**config.mk**
```make
export PLATFORM = sky130hd
export DESIGN_NAME = sidl_ctrl
export DESIGN_NICKNAME = d
export VERILOG_FILES = /design/src/sidl_pkg.sv /design/src/sidl_ctrl.sv
export SDC_FILE = /design/constraint.sdc
export NUM_CORES = 1
export LEC_CHECK = 0
export BUFFER_PORTS_ARGS = -buffer_cell sky130_fd_sc_hd__buf_2
export CORE_AREA = 2 2 39 41
export DETAILED_ROUTE_END_ITERATION = 7
export DIE_AREA = 0 0 41 43
export GPL_ROUTABILITY_DRIVEN = 0
export PLACE_DENSITY = 0.53
export RECOVER_POWER = 100
export SLEW_MARGIN = 5
export SYNTH_ARGS = -nofsm -noshare
export SYNTH_HDL_FRONTEND = slang
export SYNTH_SLANG_ARGS = --single-unit
```
**constraint.sdc**
```tcl
create_clock -name clk_i -period 1.6 [get_ports clk_i]
set_input_delay 0.16 -clock clk_i [delete_from_list [all_inputs] [get_ports clk_i]]
set_output_delay 0.16 -clock clk_i [all_outputs]
set_load 0.01 [all_outputs]
```
**src/sidl_pkg.sv**
```systemverilog
// sidl_pkg: shared types and constants for the sorted id index lookup unit.
// Holds command codes, request/response words, FSM states and the
// controller/datapath command and status structs. No dependencies.
`timescale 1ns / 1ps

package sidl_pkg;

  // Fixed field widths of the request and response words
  localparam int KEY_W = 31;
  localparam int CMD_W = 2;
  localparam int POS_W = 10;
  localparam int CNT_W = 11;

  // Command codes (code 3 is unused and leaves the table alone)
  localparam logic [CMD_W-1:0] CMD_CLEAR  = 2'd0;
  localparam logic [CMD_W-1:0] CMD_APPEND = 2'd1;
  localparam logic [CMD_W-1:0] CMD_LOOKUP = 2'd2;

  // Request word
  typedef struct packed {
    logic [CMD_W-1:0] cmd;
    logic [KEY_W-1:0] key;
  } req_t;

  // Response word
  typedef struct packed {
    logic             found;
    logic [POS_W-1:0] position;
    logic             full_res;
    logic [CNT_W-1:0] count;
  } rsp_t;

  // Controller states
  typedef enum logic [2:0] {
    ST_IDLE,
    ST_DISPATCH,
    ST_SRCH,
    ST_CMP,
    ST_CHK,
    ST_SHIFT,
    ST_SHIFT_WR
  } state_e;

  // Controller to datapath commands
  typedef struct packed {
    logic load;      // latch request, init search bounds and shift index
    logic srch_rd;   // read the probe slot (mid)
    logic srch_upd;  // narrow search bounds from the probe word
    logic chk_rd;    // read the lower-bound slot for the hit check
    logic shift_rd;  // read the slot below the shift index
    logic shift_wr;  // move that word up one slot
    logic insert;    // write the new key at the insertion slot
    logic done;      // register the response word and strobe it
    logic use_hit;   // response may report a hit from the read word
  } dp_cmd_t;

  // Datapath to controller status
  typedef struct packed {
    logic [CMD_W-1:0] cmd;
    logic             full;
    logic             lo_lt_hi;
    logic             lo_lt_cnt;
    logic             idx_eq_lo;
  } dp_sts_t;

endpackage

```
**src/sidl_ctrl.sv**
```systemverilog
// sidl_ctrl: controller FSM sequencing clear, append (search, shift,
// insert) and lookup (search, check). Depends on sidl_pkg.
`timescale 1ns / 1ps

module sidl_ctrl (
  input  logic              clk_i,
  input  logic              rst_ni,
  input  logic              start_i,
  input  sidl_pkg::dp_sts_t sts_i,
  output sidl_pkg::dp_cmd_t cmd_o,
  output logic              busy_o
);

  sidl_pkg::state_e state_q, state_d;

  // state register
  always_ff @(posedge clk_i or negedge rst_ni) begin
    if (!rst_ni) begin
      state_q <= sidl_pkg::ST_IDLE;
    end else begin
      state_q <= state_d;
    end
  end

  // next state
  always_comb begin
    state_d = state_q;
    unique case (state_q)
      sidl_pkg::ST_IDLE: begin
        if (start_i) state_d = sidl_pkg::ST_DISPATCH;
      end
      sidl_pkg::ST_DISPATCH: begin
        if ((sts_i.cmd == sidl_pkg::CMD_APPEND && !sts_i.full) ||
            sts_i.cmd == sidl_pkg::CMD_LOOKUP) begin
          state_d = sidl_pkg::ST_SRCH;
        end else begin
          state_d = sidl_pkg::ST_IDLE;
        end
      end
      sidl_pkg::ST_SRCH: begin
        if (sts_i.lo_lt_hi) begin
          state_d = sidl_pkg::ST_CMP;
        end else if (sts_i.cmd == sidl_pkg::CMD_APPEND) begin
          state_d = sidl_pkg::ST_SHIFT;
        end else if (sts_i.lo_lt_cnt) begin
          state_d = sidl_pkg::ST_CHK;
        end else begin
          state_d = sidl_pkg::ST_IDLE;
        end
      end
      sidl_pkg::ST_CMP:      state_d = sidl_pkg::ST_SRCH;
      sidl_pkg::ST_CHK:      state_d = sidl_pkg::ST_IDLE;
      sidl_pkg::ST_SHIFT: begin
        if (sts_i.idx_eq_lo) begin
          state_d = sidl_pkg::ST_IDLE;
        end else begin
          state_d = sidl_pkg::ST_SHIFT_WR;
        end
      end
      sidl_pkg::ST_SHIFT_WR: state_d = sidl_pkg::ST_SHIFT;
      default:               state_d = sidl_pkg::ST_IDLE;
    endcase
  end

  // command outputs
  always_comb begin
    cmd_o  = '0;
    busy_o = (state_q != sidl_pkg::ST_IDLE);
    unique case (state_q)
      sidl_pkg::ST_IDLE: begin
        cmd_o.load = start_i;
      end
      sidl_pkg::ST_DISPATCH: begin
        // clear, unused code and append on a full table finish here
        if (!((sts_i.cmd == sidl_pkg::CMD_APPEND && !sts_i.full) ||
              sts_i.cmd == sidl_pkg::CMD_LOOKUP)) begin
          cmd_o.done = 1'b1;
        end
      end
      sidl_pkg::ST_SRCH: begin
        if (sts_i.lo_lt_hi) begin
          cmd_o.srch_rd = 1'b1;
        end else if (sts_i.cmd == sidl_pkg::CMD_APPEND) begin
          cmd_o = '0;
        end else if (sts_i.lo_lt_cnt) begin
          cmd_o.chk_rd = 1'b1;
        end else begin
          // lookup ran past the last entry: miss
          cmd_o.done = 1'b1;
        end
      end
      sidl_pkg::ST_CMP: begin
        cmd_o.srch_upd = 1'b1;
      end
      sidl_pkg::ST_CHK: begin
        cmd_o.done    = 1'b1;
        cmd_o.use_hit = 1'b1;
      end
      sidl_pkg::ST_SHIFT: begin
        if (sts_i.idx_eq_lo) begin
          cmd_o.insert = 1'b1;
          cmd_o.done   = 1'b1;
        end else begin
          cmd_o.shift_rd = 1'b1;
        end
      end
      sidl_pkg::ST_SHIFT_WR: begin
        cmd_o.shift_wr = 1'b1;
      end
      default: cmd_o = '0;
    endcase
  end

endmodule

```
==> results.md <==
* Outcome: finished with violations
* Failing checks: negative setup slack
* Met1 global-route usage at 12.58%
* Num CTS Buffers at 3
* Die X at 41 um
* Cell count after synthesis at 34
* Setup TNS at -0.03929 ns
* Routed Antenna Nets at 0
* Post-layout minimum cycle time at 1.639 ns
* M2 GR Usage at 10.31%
* R2R cell count at 3
* Die height at 43 um
* DRT iter0 DRCs at 13
* GRT Max-Usage Layer: met1
* Relative slew slack at 71.85%
* Antenna cells at 0
* Biggest register: state_q
* Period Utilization, post-route at 102.5%
* Final non-filler cell total at 76
* Root Buffer: clkbuf_4
* Hold Path Class: in2reg
* Global routing usage on met3 at 4.712%
* Final worst setup slack at -0.03929 ns
* Port buffer count at 18
* Asr flop ratio synth at 100.0%
* Yosys top cell area share at 28.30%
* Global route total overflow at 0
* Critical path destination: cmd_o[1]
* Nets at 70
* Endpoints failing setup at 1
* Top cells by area, synth: dfrtp_1, nor2_1, nor2b_1
* Layout cells sized above 1 at 38.33%
* Most frequent cell after synthesis: nor2_1
* CTS tree: built
* Global-route wire length before repair at 1021 um
* Initial antenna violation count at 0
* Total number of H-tree levels at 1
* Min-delay src: start_i
* Sequential cell area fraction in the yosys report at 28.30%
* Pins Over Slew Limit at 0
* R2r startpoint: state_q[0]
* Synth Cell Area at 265.3 um^2
* Initial core utilization at 19.17%
* Drt pass-1 iters at 4
* Crit Path Category: reg2out
* Max Cap Viol at 0
* Worst EP required at 1.44 ns
* CP Max Fanout at 3
* Peak supply drop at 0.8077 mV
* Most used DFF post-synth: dfrtp_1
* WL final at 685 um
* Skew final at 0.002529 ns
* Unrepaired setup endpoints after global routing: true
* Clk slew on worst S/H paths at 0.03 ns
* CTS Sinks at 3
* WP data arrival at 1.48 ns
* Least-Margin Pin Slew at 0.4214 ns
* Core area at 1384 um^2
* Worst reg2reg endpoint: state_q[2]
* Mapped Nets at 43
* GRT Total Usage at 8.744%
* Largest net degree at the start of global routing at 9
* Clock Latency Late Sink at 0.24 ns
* Yosys cell types at 19
* Commonest cells post-synth: nor2_1, inv_1, dfrtp_1, nor2b_1
* Largest register FFs at 3
* Cell taking the most area after synthesis: dfrtp_1
* Detailed Place HPWL at 555.1 um
* Mean number of vias per cell at 4.276
* Worst setup EP type: output port
* Post-synthesis register bit count at 3
* Die area at 1763 um^2
* Pleak at 0.2145 nW
* Syn. warnings at 0
* Top Registers: state_q x3
* Final hold viol count at 0
* Syn_area_per_cell at 7.802 um^2
* PwrDens at 1448 nW/um^2
* DRC viols at 0
* Startpoint types: register
* Fmax at 610.0 MHz
* Clock Tree Buf Depth at 2
* Post-synth EDFFs at 0
* Vias after detailed routing at 325
* I/O Pins at 19
* DP Cell Count at 71
* FF-to-FF setup slack at 0.39 ns
* Number of global-route vias before repair at 272
* Critical Path Start: state_q[0]
* Routed len/inst at 9.013 um
* Hold depth at 3
* Row cnt at 14
* Synth-to-Final Area Change at 66.04%
stage by stage:
stage	setup slack (ns)	util, %	total power, mW	cell area (um^2)	hold WS [ns]
after floorplan	0.1660	-	0.3408	265.3	-0.1356
after global placement	0.2071	28.75	0.4917	397.9	-0.03912
after detailed placement	0.1865	28.75	0.4843	397.9	-0.03941
after CTS	-0.06381	31.37	0.6287	434.2	0.2006
after global routing	-0.1097	31.83	0.6940	440.4	0.2144
final	-0.03929	31.83	0.6375	440.4	0.2044
report_power, final:
group          internal [mW]  total, mW  switching, mW
clock                 0.0934      0.133         0.0398
sequential             0.104      0.118         0.0143
combinational          0.190      0.386          0.196
total                  0.387      0.638          0.250
per-layer routing:
metal	wire (um)	up-vias
li1	-	174
met1	332	139
met2	294	12
met3	58	0
met4	0	0
met5	0	-
repair_timing:
action | CTS | global route
pin swaps | 0 | 1
cloned | 0 | 0
hold endpoints to repair | 3 | 0
setup endpoints to repair | 2 | 3
buffers inserted | 0 | 0
gates resized for setup | 0 | 2
hold buffers | 1 | 0
kinds of logic after synthesis:
| logic type | Yosys count | synth area share, % |
|---|---|---|
| and+or+nand+nor | 20 | 45.76 |
| buffers and inverters | 4 | 5.659 |
| DFF | 3 | 28.30 |
| AOI/OAI and AO/OA | 7 | 20.29 |
worst min path at each step:
stage	endpoint
6_report	state_q[0]
5_1_grt	state_q[0]
4_1_cts	state_q[0]
3_5_place_dp	state_q[1]
3_3_place_gp	state_q[1]
2_1_floorplan	state_q[0]
placed cells by master, fill, tap and decap left out:
cell type | synthesis | final
inv_1 | 4 | 4
buf_4 | 0 | 2
nor4b_1 | 1 | 1
clkbuf_4 | 0 | 3
nor2_1 | 7 | 7
o22ai_1 | 1 | 1
dfrtp_1 | 3 | 3
a221o_1 | 1 | 1
nand2b_1 | 2 | 2
and2_0 | 0 | 1
o21a_1 | 1 | 1
nor4_4 | 0 | 1
and3_1 | 1 | 1
buf_2 | 0 | 15
or3_4 | 0 | 1
a21oi_1 | 1 | 1
or2b_1 | 1 | 1
dlygate4sd3_1 | 0 | 1
nor2b_1 | 3 | 3
clkbuf_1 | 0 | 5
o32ai_1 | 2 | 2
nor3_1 | 1 | 1
or3b_4 | 1 | 1
a211oi_1 | 1 | 1
critical path, cell delays in order, from the launching register on:
cell and delay, ns:
dfrtp_1 0.37, or3b_4 0.42, nor4_4 0.21, a221o_1 0.13, buf_2 0.12
layout make-up:
class | count | area (um^2)
inverters | 4 | 15.01
repair buffers | 22 | 115.1
clock buffers | 4 | 26.28
fillers | 161 | 943.4
multi-input cells | 27 | 188.9
flip-flops and latches | 3 | 75.07
well taps | 16 | 20.02
(Power assumes the default switching activity.)
